**config.mk**
```make
export PLATFORM = sky130hd
export DESIGN_NAME = nsv_scan_dp
export DESIGN_NICKNAME = d
export VERILOG_FILES = /design/src/nsv_pkg.sv /design/src/nsv_scan_dp.sv
export SDC_FILE = /design/constraint.sdc
export NUM_CORES = 1
export LEC_CHECK = 0
export BUFFER_PORTS_ARGS = -buffer_cell sky130_fd_sc_hd__buf_4
export CAP_MARGIN = 20
export CORE_UTILIZATION = 40
export DETAILED_ROUTE_END_ITERATION = 8
export PLACE_DENSITY = 0.62
export SKIP_LAST_GASP = 1
export SLEW_MARGIN = 10
export SYNTH_ARGS = -nofsm -noshare
export SYNTH_HDL_FRONTEND = slang
export SYNTH_SLANG_ARGS = --single-unit
```
**constraint.sdc**
```tcl
create_clock -name clock -period 12.89 [get_ports clock]
set_input_delay 2.578 -clock clock [delete_from_list [all_inputs] [get_ports clock]]
set_output_delay 2.578 -clock clock [all_outputs]
set_load 0.005 [all_outputs]
```
**src/nsv_pkg.sv**
```systemverilog
// Shared types and constants for the nearest-seed Voronoi labeler.
// Used by every module of the block but nsv_ram; no dependencies of its own.
package nsv_pkg;

   // Default configuration of the block.
   localparam int DEF_MAX_SEEDS    = 256;
   localparam int DEF_PALETTE_SIZE = 19;
   localparam int DEF_COORD_BITS   = 12;

   // Fixed widths of the beat fields.
   localparam int OP_W      = 2;
   localparam int FIELD_W   = 12;
   localparam int NEAREST_W = 8;
   localparam int COLOR_W   = 5;

   // Request operation codes.
   typedef enum logic [OP_W-1:0] {
      OP_CLEAR    = 2'd0,
      OP_APPEND   = 2'd1,
      OP_CLASSIFY = 2'd2
   } op_type;

   // Sequencer states of the top level.
   typedef enum logic [1:0] {
      ST_IDLE,
      ST_SCAN,
      ST_DRAIN,
      ST_DONE
   } state_type;

endpackage

```
**src/nsv_scan_dp.sv**
```systemverilog
// Distance pipeline of the labeler: absolute differences, squares, sum and
// running minimum over the seeds read from the seed memory. Uses nsv_pkg.
module nsv_scan_dp #(
   parameter int COORD_BITS = 12,
   parameter int IDX_W      = 8,
   parameter int PAL_W      = 5
) (
   input  logic                    clock,
   input  logic                    reset,
   input  logic                    clear_best,
   input  logic                    issue,
   input  logic [IDX_W-1:0]        issue_idx,
   input  logic [PAL_W-1:0]        issue_col,
   input  logic [COORD_BITS-1:0]   pixel_x,
   input  logic [COORD_BITS-1:0]   pixel_y,
   input  logic [2*COORD_BITS-1:0] rd_data,
   output logic                    busy,
   output logic [IDX_W-1:0]        best_idx,
   output logic [PAL_W-1:0]        best_col
);

   import nsv_pkg::*;

   localparam int SQ_W = 2 * COORD_BITS;
   localparam int D_W  = SQ_W + 1;

   // Stage 0 lines up with the memory read data.
   logic             v0_ff, v1_ff, v2_ff;
   logic [IDX_W-1:0] idx0_ff, idx1_ff, idx2_ff;
   logic [PAL_W-1:0] col0_ff, col1_ff, col2_ff;

   logic [COORD_BITS-1:0] seed_x, seed_y;
   logic [COORD_BITS-1:0] dx_in, dy_in, dx_ff, dy_ff;
   logic [SQ_W-1:0]       sqx_in, sqy_in, sqx_ff, sqy_ff;
   logic [D_W-1:0]        sum;
   logic                  take;

   logic             found_ff;
   logic [D_W-1:0]   best_d_ff;
   logic [IDX_W-1:0] best_idx_ff;
   logic [PAL_W-1:0] best_col_ff;

   // Memory word holds the row in the upper half and the column below it.
   assign seed_x = rd_data[COORD_BITS-1:0];
   assign seed_y = rd_data[SQ_W-1:COORD_BITS];

   // Absolute coordinate differences.
   always_comb begin
      dx_in = (seed_x > pixel_x) ? seed_x - pixel_x : pixel_x - seed_x;
      dy_in = (seed_y > pixel_y) ? seed_y - pixel_y : pixel_y - seed_y;
   end

   // Squares, each followed by a register.
   assign sqx_in = SQ_W'(dx_ff) * SQ_W'(dx_ff);
   assign sqy_in = SQ_W'(dy_ff) * SQ_W'(dy_ff);

   // Squared distance and the strict-less compare that keeps the lower index on ties.
   assign sum  = D_W'(sqx_ff) + D_W'(sqy_ff);
   assign take = v2_ff && (!found_ff || (sum < best_d_ff));

   // Pipeline control.
   always_ff @(posedge clock) begin
      if (reset) begin
         v0_ff <= 1'b0;
         v1_ff <= 1'b0;
         v2_ff <= 1'b0;
      end else begin
         v0_ff <= issue;
         v1_ff <= v0_ff;
         v2_ff <= v1_ff;
      end
   end

   // Pipeline payload.
   always_ff @(posedge clock) begin
      idx0_ff <= issue_idx;
      col0_ff <= issue_col;
      idx1_ff <= idx0_ff;
      col1_ff <= col0_ff;
      dx_ff   <= dx_in;
      dy_ff   <= dy_in;
      idx2_ff <= idx1_ff;
      col2_ff <= col1_ff;
      sqx_ff  <= sqx_in;
      sqy_ff  <= sqy_in;
   end

   // Running minimum; cleared when a new beat is taken so an empty scan gives zero.
   always_ff @(posedge clock) begin
      if (reset || clear_best) begin
         found_ff    <= 1'b0;
         best_idx_ff <= '0;
         best_col_ff <= '0;
      end else if (take) begin
         found_ff    <= 1'b1;
         best_idx_ff <= idx2_ff;
         best_col_ff <= col2_ff;
      end
   end

   always_ff @(posedge clock) begin
      if (take) begin
         best_d_ff <= sum;
      end
   end

   assign busy     = v0_ff | v1_ff | v2_ff;
   assign best_idx = best_idx_ff;
   assign best_col = best_col_ff;

endmodule

```
* Yosys cells after proc, flatten, opt, wreduce, memory -nomap -nowiden *
Index checks and enable logic that the tools add are counted.

word-level totals
  flip-flop bits (word level) = 153
  bits of input ports = 65
  output and inout bits = 14
  word-level logic and storage cells = 35

operators by class
  add/sub/neg operators = 5
  multiply operators = 2
  magnitude comparators = 3
  multiplexer cells = 2
  bitwise logic cells = 2
  reductions and logical operators = 4

operator list
  cell               number
  $mul 12x12->24     2
  $sub 12x12->12     4
  $add 24x24->25     1
  $lt 25x25->1       1
  $gt 12x12->1       2
  $mux 12            2
  $logic_or 1x1->1   2
  $or 1x1->1         2
  $logic_and 1x1->1  1
  $logic_not 1->1    1

* Depth between registers and ports, before layout *
Gate-level depths: netlist of run 1.

  word-level depth = 4
  mapped depth = 22
  depth with buffers taken out = 21

* Least setup slack after synthesis of run 1 *
OpenSTA, ideal clock, no wires.

  kind = register to register
  start = register dx_ff[6]
  end = register sqx_ff[22]
  setup time = 72 ps
  arrival time = 4,904 ps
  data required time = 12,818 ps
  path slack = 7,914 ps
  stages on the path, launching flop included = 21
  buffers on the path = 1
  clock period less this slack = 4,976 ps
  cells stage by stage = dfxtp_1 -> clkbuf_1 -> nand2_1 -> inv_1 -> fa_1 -> fa_1 -> inv_1 -> fa_1 -> inv_1 -> fa_1 -> inv_1 -> fa_1 -> inv_1 -> ha_1 -> o21a_1 -> o2111ai_1 -> a21oi_1 -> o211ai_1 -> o21ai_0 -> a21oi_1 -> xnor2_1

on the way
  word-level cells in the longest chain between the ends = 1

ends and longest elaborated chain
  item                    line               text
  from (decl)             nsv_scan_dp.sv:33  logic [COORD_BITS-1:0] dx_in, dy_in, dx_ff, dy_ff;
  from (signal assigned)  nsv_scan_dp.sv:80  dx_ff <= dx_in;
  $mul 12x12->24          nsv_scan_dp.sv:54  assign sqx_in = SQ_W'(dx_ff) * SQ_W'(dx_ff);
  via sqx_in[22]          nsv_scan_dp.sv:34  logic [SQ_W-1:0] sqx_in, sqy_in, sqx_ff, sqy_ff;
  to (signal assigned)    nsv_scan_dp.sv:84  sqx_ff <= sqx_in;
  to (decl)               nsv_scan_dp.sv:34

The timed path passes the listed nets, and every way through them passes these cells.
A chain may end at the register's enable or synchronous reset.

* Worst setup path after layout of run 1 *
  start = register dx_ff[8]
  end = register sqx_ff[23]

The elaborated chain is that of the path after synthesis.

==> results.sh, run 1 <==
export IMPL_drive_above_1_share_pct=8.12
export IMPL_post_cts_resized=0
export IMPL_antenna_cells=0
export IMPL_routed_via_density=4.81
export IMPL_crit_path_frequent_cell="inv_1"
export IMPL_die_area_mm2=0.0385
export IMPL_drc_errors=0
export IMPL_areaGrowthSynthToFinish_pct=11.2
export IMPL_r2r_end="sqx_ff[23]$_DFF_P_"
export IMPL_pin_count=79
export IMPL_ys_seq_area_share_pct=21.7
export IMPL_setup_viol=0
export IMPL_crit_type="flip-flop to flip-flop"
export IMPL_synth_ff_latch_count=151
export IMPL_max_stage_delay_ns=0.59
export IMPL_synth_cell_types=65
export IMPL_gp_congestion=0.832
export IMPL_r2r_slack_ns=7.48
export IMPL_syn_nets=2051
export IMPL_synthArstFlopShare_pct=0
export IMPL_synth_top_family_by_area="adder cells"
export IMPL_clk_latency_ns=0.43
export IMPL_drtIter0Drc=411
export IMPL_die_w_um=196
export IMPL_grt_pass1_wl_mm=48.1
export IMPL_clock_sinks=151
export IMPL_synthesis_area_mm2=0.0151
export IMPL_synth_xor_area_share_pct=5.29
export IMPL_hp_class="flip-flop to flip-flop"
export IMPL_via_count=10500
export IMPL_maxCapViolCount=0
export IMPL_core_area_mm2=0.0369
export IMPL_fmax_mhz=185
export IMPL_start_util_pct=40.9
export IMPL_synth_compound_area_share_pct=11.3
export IMPL_synthSimpleGateAreaFrac_pct=11.0
export IMPL_clock_skew_ns=0.0118
export IMPL_cp_data_arrival_time_ns=5.77
export IMPL_holdBufCountCts=0
export IMPL_clk_path_buf_depth=2
export IMPL_ant_nets=0
export IMPL_first_pass_iters=5
export IMPL_slew_viol_final=0
export IMPL_ys_warn_count=0
export IMPL_period_share_pct=42.0
export IMPL_critPathSlowestCell="dfxtp_1"
export IMPL_n_fill_cell=3513
export IMPL_cts_root_buf="clkbuf_16"
export IMPL_slew_headroom_pct=32.4
export IMPL_cts_htree_levels=4
export IMPL_crit_chain="inv_1 -> nor2_1 -> inv_1 -> fa_1 -> inv_1 -> ha_1 -> a21oi_1 -> fa_1 -> inv_1 -> fa_1 -> inv_1 -> fa_1 -> inv_1 -> ha_1 -> a21o_1 -> a21oi_1 -> o22ai_1 -> a21oi_2 -> o21ai_1 -> a21oi_1 -> xor2_1"
export IMPL_synth_most_common_cell="inv_1"
export IMPL_fp_dieH_um=196
export IMPL_cp_start_kind="flip-flop"
export IMPL_final_util_pct=45.5
export IMPL_row_count=70
export IMPL_wire_per_inst_um=12.7
export IMPL_hpwl_mm=23.4
export IMPL_synth_top_area_cell="fa_1"
export IMPL_grt_pass1_vias=10500
export IMPL_post_cts_setup_buffer_count=0
export IMPL_grt_max_degree=26
export IMPL_final_nets=2111
export IMPL_grtUsageTotal_pct=15.2
export IMPL_rsz0062_at_grt="false"
export IMPL_fin_setup_tns_ns=0
export IMPL_totalWireLength_mm=27.9
export IMPL_startpoint="dx_ff[8]$_DFF_P_"
export IMPL_synth_area_leaders="fa_1 22%, ha_1 17%, dfxtp_1 17%"
export IMPL_crit_path_end_kind="flip-flop"
export IMPL_cts_buffers=17
export IMPL_ys_flop_type="dfxtp_1"
export IMPL_r2r_start="dx_ff[8]$_DFF_P_"
export IMPL_grt_antenna_before_repair=0
export IMPL_worst_slew_pin_slew_ns=1.01
export IMPL_path_max_fanout=10
export IMPL_clk_pin_slew_ns=0.07
export IMPL_synthMuxAreaShare_pct=1.68
export IMPL_synthAdderAreaFrac_pct=38.8
export IMPL_status="complete, no violations"
export IMPL_finalCriticalPeriod_ns=5.41
export IMPL_setup_worst_path_end="sqx_ff[23]$_DFF_P_"
export IMPL_syn_avg_cell_area_um2=9.34
export IMPL_yosys_top_cells_count="366 x inv_1, 209 x ha_1, 162 x fa_1, 126 x dfxtp_1, 85 x and2_1"
export IMPL_grt_remaining_overflow=0
export IMPL_syn_inst=1615
export IMPL_io_buffers=78
export IMPL_cts_tree="built"
export IMPL_timing_final_hold_violations=0
export IMPL_synth_edff_count=25
export IMPL_worstPathRequired_ns=13.24
export IMPL_reg2reg_depth=21
export IMPL_synth_top_area_share_pct=21.5
## layout by cell type, fill, tap and decap left out, drive strengths merged, types with 25 or more instances in the layout
master  netlist  routed
xnor2        63      63
nor2         62      62
a21o         32      32
nand2        81      81
o21ai        37      37
ha          209     209
inv         366     373
dfxtp       126     126
xor2         28      28
a21oi        83      83
fa          162     162
and2         86      86
buf           9      78
edfxtp       25      25
## area by class of cell
type | count | area, um^2 | share of cell area (%)
clock buffer | 17 | 425 | 2.54
clock inverter | 15 | 205 | 1.22
inverter | 366 | 1370 | 8.20
multi-input combinational | 1061 | 10300 | 61.3
sequential | 151 | 3270 | 19.5
tap | 504 | 631 | 3.76
timing repair buffer | 78 | 586 | 3.49
## metrics by stage
step | cells | setup WS (ns) | hold slack (ns) | area (um^2)
after floorplan | 1615 | 7.91 | 0.310 | 15100
after global routing | 2192 | 7.03 | 0.332 | 16800
after global placement | 2160 | 7.59 | 0.310 | 16100
after detailed placement | 2160 | 7.50 | 0.312 | 16100
final | 2192 | 7.48 | 0.324 | 16800
after CTS | 2192 | 7.47 | 0.328 | 16800
## layer usage
| metal | vias to the layer above | GRT usage, % | wire length, um |
|---|---|---|---|
| li1 | 5261 | - | - |
| met1 | 5099 | 21.0 | 13700 |
| met2 | 162 | 25.2 | 13100 |
| met3 | 25 | 2.01 | 794 |
| met4 | 0 | 3.88 | 343 |
| met5 | - | 0 | 0 |
## state kept, by name, summed over array words and instances, names as in the netlist
signal	count
idx0_ff	8
v0_ff	1
col0_ff	5
sqy_ff	23
dx_ff	12
idx1_ff	8
col2_ff	5
v1_ff	1
col1_ff	5
v2_ff	1
idx2_ff	8
best_d_ff	25
dy_ff	12
found_ff	1
sqx_ff	23
best_col	5
best_idx	8
## critical path, delay by kind of cell (launching register included)
kind / cells / cell delay (ns)
compound gates: 7 / 1.14
xor+xnor: 1 / 0.15
fa+ha+maj: 6 / 2.70
buf+inv: 6 / 0.51
flops: 1 / 0.59
simple gates: 1 / 0.23
## kinds of logic after synthesis
logic type,after synthesis
compound gates,250
xor+xnor,91
fa+ha+maj,371
buf+inv,403
flops,151
mux,25
simple gates,324
## how the worst min path moves through the flow
stage                        from                 end  slack [ns]  cells past startpoint
3_5_place_dp   col1_ff[2]$_DFF_P_  col2_ff[2]$_DFF_P_        0.31                      0
3_3_place_gp   idx0_ff[3]$_DFF_P_  idx1_ff[3]$_DFF_P_        0.31                      0
6_report       col0_ff[3]$_DFF_P_  col1_ff[3]$_DFF_P_        0.32                      0
5_1_grt        col1_ff[2]$_DFF_P_  col2_ff[2]$_DFF_P_        0.33                      0
2_1_floorplan  col0_ff[0]$_DFF_P_  col1_ff[0]$_DFF_P_        0.31                      0
4_1_cts        col0_ff[3]$_DFF_P_  col1_ff[3]$_DFF_P_        0.33                      0
Power of run 1 is not shown: default switching activity piles up to over one toggle a cycle in this logic, so the estimate is an artifact.
==> run 2, diff against run 1 <==
--- a/config.mk
+++ b/config.mk
@@ -5,6 +5,7 @@
 export SDC_FILE = /design/constraint.sdc
 export NUM_CORES = 1
 export LEC_CHECK = 0
+export ABC_AREA = 1
 export BUFFER_PORTS_ARGS = -buffer_cell sky130_fd_sc_hd__buf_4
 export CAP_MARGIN = 20
 export CORE_UTILIZATION = 40
==> constraint.sdc (replaced) <==
create_clock -name clock -period 5.02 [get_ports clock]
set_input_delay 1.004 -clock clock [delete_from_list [all_inputs] [get_ports clock]]
set_output_delay 1.004 -clock clock [all_outputs]
set_load 0.005 [all_outputs]
==> run 2 against run 1 <==
Compared with the run above:
- sequential share of layout area shrank 1.3 points
- count of clock-buffer cells in the layout increased by 3
- critical path depth decreased by 4
- synthesized area rose by 7.8%
- die area up 7.7%
- final cell count rose by 23%
- non-clock buffer count is 22 higher
- final area is 7.7% higher
- sequential cell count did not move
- first-iteration DRC count is 45% higher
- maximum frequency grew 14%
- clock skew grew 0.0030 ns
==> results.sh, run 2 <==
export IMPL_hpwl_mm=28.3
export IMPL_synth_most_common_cell="inv_1"
export IMPL_ys_flop_type="dfxtp_1"
export IMPL_worstPathRequired_ns=5.33
export IMPL_drc_errors=0
export IMPL_clk_path_buf_depth=2
export IMPL_synthesis_area_mm2=0.0163
export IMPL_hold_depth=0
export IMPL_layout_commonest_cell="inv_1"
export IMPL_io_buffers=78
export IMPL_fmax_mhz=212
export IMPL_timing_final_hold_violations=0
export IMPL_syn_nets=2518
export IMPL_r2r_start="dx_ff[9]$_DFF_P_"
export IMPL_clock_skew_ns=0.0148
export IMPL_areaGrowthSynthToFinish_pct=11.1
export IMPL_grt_pass1_vias=12800
export IMPL_cp_start_kind="flip-flop"
export IMPL_rsz0062_at_grt="false"
export IMPL_clk_latency_ns=0.44
export IMPL_first_pass_iters=7
export IMPL_grtUsageTotal_pct=17.0
export IMPL_row_count=73
export IMPL_synth_edff_count=25
export IMPL_crit_type="flip-flop to flip-flop"
export IMPL_finalCriticalPeriod_ns=4.73
export IMPL_syn_inst=2082
export IMPL_synth_ff_latch_count=151
export IMPL_start_util_pct=40.7
export IMPL_cts_tree="built"
export IMPL_path_max_fanout=7
export IMPL_reg2reg_depth=17
export IMPL_dpl_cell_area_mm2=0.0174
export IMPL_final_nets=2590
export IMPL_grt_antenna_before_repair=0
export IMPL_dp_cells=2659
export IMPL_clk_pin_slew_ns=0.07
export IMPL_slew_viol_final=0
export IMPL_core_area_mm2=0.0399
export IMPL_synth_top_area_share_pct=20.0
export IMPL_grt_max_degree=29
export IMPL_fin_area_mm2=0.0181
export IMPL_hold_path_endpoint="idx2_ff[2]$_DFF_P_"
export IMPL_setup_viol=0
export IMPL_cp_data_arrival_time_ns=5.04
export IMPL_crit_path_end_kind="flip-flop"
export IMPL_period_share_pct=94.2
export IMPL_largest_reg_flops=25
export IMPL_cts_root_buf="clkbuf_16"
export IMPL_reg_largest_list="best_d_ff: 25 flops, sqx_ff: 23 flops, sqy_ff: 23 flops"
export IMPL_clock_sinks=151
export IMPL_worst_slack_ns=0.292
export IMPL_antenna_cells=0
export IMPL_synth_area_leaders="fa_1 20%, ha_1 16%, dfxtp_1 16%"
export IMPL_final_cell_mix="524 x inv_1, 433 x nand2_1, 208 x ha_1"
export IMPL_hp_class="flip-flop to flip-flop"
export IMPL_ys_warn_count=0
export IMPL_yosys_top_cells_count="524 x inv_1, 433 x nand2_1, 209 x ha_1, 162 x fa_1, 126 x dfxtp_1"
export IMPL_cts_htree_levels=4
export IMPL_synth_top_area_cell="fa_1"
export IMPL_r2r_slack_ns=0.29
export IMPL_via_count=12500
export IMPL_syn_avg_cell_area_um2=7.81
export IMPL_pre_cts_slack_ns=0.157
export IMPL_stdcell_count=2692
export IMPL_worst_slew_pin_slew_ns=1.04
export IMPL_fp_dieH_um=204
export IMPL_drive_above_1_share_pct=8.58
export IMPL_routed_via_density=4.64
export IMPL_gp_congestion=0.892
export IMPL_synthArstFlopShare_pct=0
export IMPL_worstHoldStart="idx1_ff[2]$_DFF_P_"
export IMPL_pin_count=79
export IMPL_fin_setup_tns_ns=0
export IMPL_die_area_mm2=0.0414
export IMPL_synth_cell_types=44
export IMPL_totalWireLength_mm=33.2
export IMPL_status="complete, no violations"
export IMPL_drtIter0Drc=595
export IMPL_slew_headroom_pct=30.4
export IMPL_grt_pass1_wl_mm=57.8
export IMPL_die_w_um=204
export IMPL_r2r_end="sqx_ff[21]$_DFF_P_"
export IMPL_cts_buffers=17
export IMPL_grt_remaining_overflow=0
export IMPL_holdBufCountCts=0
export IMPL_ant_nets=0
export IMPL_maxCapViolCount=0
export IMPL_wire_per_inst_um=12.4
export IMPL_top_register="best_d_ff"
export IMPL_ys_seq_area_share_pct=20.1
==> run 2: changes by cell type after synthesis, moves of 42 or more <==
cell / delta
nand2_1: +352
nor2_1: +43
inv_1: +158
nand3_1: +46
xor2_1: +42
and2_1: -85
==> run 2: worst max path at each step <==
| stage | slack, ns | end | from | cells past startpoint |
|---|---|---|---|---|
| after floorplan | 0.32 | sqx_ff[17]$_DFF_P_ | dx_ff[6]$_DFF_P_ | 18 |
| after global placement | 0.21 | sqx_ff[21]$_DFF_P_ | dx_ff[5]$_DFF_P_ | 17 |
| after detailed placement | 0.16 | sqx_ff[22]$_DFF_P_ | dx_ff[5]$_DFF_P_ | 17 |
| after CTS | 0.11 | sqx_ff[22]$_DFF_P_ | dx_ff[5]$_DFF_P_ | 17 |
| after global routing | 0.03 | sqx_ff[14]$_DFF_P_ | dx_ff[7]$_DFF_P_ | 19 |
| final | 0.29 | sqx_ff[21]$_DFF_P_ | dx_ff[9]$_DFF_P_ | 17 |
==> run 2: through the flow <==
stage	hold WS, ns	utilization (%)
after floorplan	0.310	-
after global placement	0.311	43.6
after detailed placement	0.312	43.6
after CTS	0.327	45.1
after global routing	0.332	45.2
final	0.325	45.2
==> run 2: what timing repair did <==
action / CTS / global route
gates resized for setup: 0 / 16
endpoints found under the setup margin: 0 / 21
setup buffers: 0 / 1
==> run 2: routing by layer <==
metal	vias up	routed length (um)	global-route usage, %
li1	6443	-	-
met1	5817	15300	21.2
met2	198	16400	30.2
met3	46	889	2.43
met4	0	720	5.37
met5	-	0	0
==> run 2: cells by family (layout without fill, tap and decap cells) <==
kind of cell | Yosys count | count (layout) | share of synthesized area [%]
flip-flops | 151 | 151 | 20.1
adder cells (fa/ha/maj) | 371 | 371 | 36.0
XOR/XNOR | 103 | 103 | 5.55
AO/OA/AOI/OAI | 218 | 218 | 7.64
AND/OR/NAND/NOR | 663 | 663 | 16.9
buffers and inverters | 576 | 661 | 13.7
==> run 2: area by class of cell <==
class | instances | area [um^2]
Fill cell | 3949 | 21900
Multi-Input combinational cell | 1355 | 10800
Timing Repair Buffer | 100 | 751
Clock buffer | 20 | 467
Sequential cell | 151 | 3290
Inverter | 529 | 1990
Tap cell | 525 | 657
Clock inverter | 12 | 130
==> run 2: worst max-delay path, cell delays in order (launching register included) <==
cell      delay (ns)
dfxtp_1         0.51
nand2_1         0.13
fa_1            0.62
inv_1           0.07
fa_1            0.51
fa_1            0.44
fa_1            0.50
inv_1           0.05
fa_1            0.47
inv_1           0.04
ha_1            0.34
nand2_1         0.09
nand2_1         0.06
a21boi_0        0.28
nor2_1          0.07
nor3_1          0.14
nand3_1         0.12
xor2_1          0.15
Power of run 2 is left out for the same reason.
==> run 3, diff against run 2 <==
--- a/config.mk
+++ b/config.mk
@@ -8,6 +8,7 @@
 export ABC_AREA = 1
 export BUFFER_PORTS_ARGS = -buffer_cell sky130_fd_sc_hd__buf_4
 export CAP_MARGIN = 20
+export CORE_ASPECT_RATIO = 2
 export CORE_UTILIZATION = 40
 export DETAILED_ROUTE_END_ITERATION = 8
 export PLACE_DENSITY = 0.62
==> run 3 against run 2 <==
Compared with the run above:
- wire length is 13% higher
- non-clock buffer count grew 9
- critical path type unchanged
- die area is 0.12% higher
- sequential share of layout area decreased by 0.061 points
- critical endpoint is now sqx_ff[14]$_DFF_P_
==> results.sh, run 3 (synthesis gave the netlist of run 2 again) <==
export IMPL_grt_busiest_layer="met2"
export IMPL_timing_final_hold_violations=0
export IMPL_io_buffers=78
export IMPL_clk_path_buf_depth=2
export IMPL_worst_slew_pin_slew_ns=1.06
export IMPL_totalWireLength_mm=37.5
export IMPL_pin_count=79
export IMPL_grt_pass1_wl_mm=62.2
export IMPL_ant_nets=0
export IMPL_crit_path_end_kind="flip-flop"
export IMPL_grtUsageTotal_pct=19.2
export IMPL_row_count=104
export IMPL_cp_start_kind="flip-flop"
export IMPL_first_pass_iters=5
export IMPL_drive_above_1_share_pct=9.10
export IMPL_status="complete, no violations"
export IMPL_layout_commonest_cell="inv_1"
export IMPL_use_met1_pct=16.6
export IMPL_gp_congestion=0.933
export IMPL_grt_antenna_before_repair=0
export IMPL_die_w_um=145
export IMPL_core_area_mm2=0.0402
export IMPL_largest_reg_flops=25
export IMPL_reg_largest_list="best_d_ff: 25 flops, sqx_ff: 23 flops, sqy_ff: 23 flops"
export IMPL_slew_headroom_pct=29.1
export IMPL_clk_pin_slew_ns=0.08
export IMPL_slew_viol_final=0
export IMPL_fmax_mhz=208
export IMPL_clock_sinks=151
export IMPL_cts_buffers=17
export IMPL_rsz0062_at_grt="false"
export IMPL_fin_setup_tns_ns=0
export IMPL_path_max_fanout=7
export IMPL_met2_usage_pct=39.5
export IMPL_fp_dieH_um=287
export IMPL_grt_max_degree=29
export IMPL_worstPathRequired_ns=5.37
export IMPL_crit_type="flip-flop to flip-flop"
export IMPL_hpwl_mm=32.2
export IMPL_holdWs_ns=0.322
export IMPL_maxCapViolCount=0
export IMPL_final_util_pct=45.1
export IMPL_finalCriticalPeriod_ns=4.80
export IMPL_stdcell_count=2706
export IMPL_setup_viol=0
export IMPL_areaGrowthSynthToFinish_pct=11.6
export IMPL_cp_data_arrival_time_ns=5.15
export IMPL_clk_latency_ns=0.44
export IMPL_antenna_cells=0
export IMPL_wire_per_inst_um=13.8
export IMPL_cts_htree_levels=4
export IMPL_drc_errors=0
export IMPL_period_share_pct=95.6
export IMPL_hp_class="flip-flop to flip-flop"
export IMPL_drtIter0Drc=370
export IMPL_final_cell_mix="524 x inv_1, 433 x nand2_1, 208 x ha_1"
export IMPL_grt_remaining_overflow=0
export IMPL_cts_root_buf="clkbuf_16"
export IMPL_top_register="best_d_ff"
export IMPL_met3_usage_pct=2.13
export IMPL_grt_pass1_vias=13900
export IMPL_die_area_mm2=0.0415
export IMPL_final_nets=2599
export IMPL_routed_via_density=4.78
export IMPL_start_util_pct=40.4
export IMPL_clock_skew_ns=0.0113
export IMPL_dp_cells=2673
export IMPL_via_count=12900
export IMPL_cts_tree="built"
run 3: area by class of cell:
type / count / area (um^2)
fill: 4050 / 22100
multi-input combinational: 1355 / 10800
clock buffer: 17 / 425
clock inverter: 15 / 176
inverter: 529 / 1990
tap: 530 / 663
timing repair buffer: 109 / 818
sequential: 151 / 3300
run 3: path summary, 6_finish.rpt:
| kind | from | endpoint | slack (ns) | depth (start not counted) |
|---|---|---|---|---|
| max | dx_ff[9]$_DFF_P_ | sqx_ff[14]$_DFF_P_ | 0.22 | 16 |
| min | idx1_ff[5]$_DFF_P_ | idx2_ff[5]$_DFF_P_ | 0.32 | 0 |
| max reg2reg | dx_ff[9]$_DFF_P_ | sqx_ff[14]$_DFF_P_ | 0.22 | 16 |
| min reg2reg | idx1_ff[5]$_DFF_P_ | idx2_ff[5]$_DFF_P_ | 0.32 | 0 |
run 3: metrics by stage:
step	worst slack (ns)	cell area (um^2)
final	0.221	18100
after global routing	0.00162	18100
after CTS	0.0911	18100
after detailed placement	0.100	17500
after global placement	0.163	17500
after floorplan	0.317	16300
run 3: timing repair:
item | in CTS | in global routing
endpoints found under the setup margin | 0 | 19
hold buffers | 0 | 0
gates resized for setup | 0 | 19
buffers inserted | 0 | 1
hold endpoints to repair | 0 | 0
run 3: per-layer routing:
| metal | up-vias | routed length [um] |
|---|---|---|
| li1 | 6458 | - |
| met1 | 6112 | 12600 |
| met2 | 258 | 21700 |
| met3 | 120 | 806 |
| met4 | 0 | 2350 |
| met5 | - | 0 |
run 3: worst max-delay path: stages, from the launching register on:
cell and delay, ns:
dfxtp_1 0.52, nand2_1 0.19, fa_1 0.56, inv_1 0.05
fa_1 0.49, fa_1 0.42, fa_1 0.49, inv_1 0.05
fa_1 0.48, inv_1 0.04, ha_1 0.37, nand2_1 0.14
nor2_2 0.14, nand4_1 0.10, o211ai_2 0.30, buf_4 0.17
xor2_1 0.20
Power of run 3 is left out for the same reason.
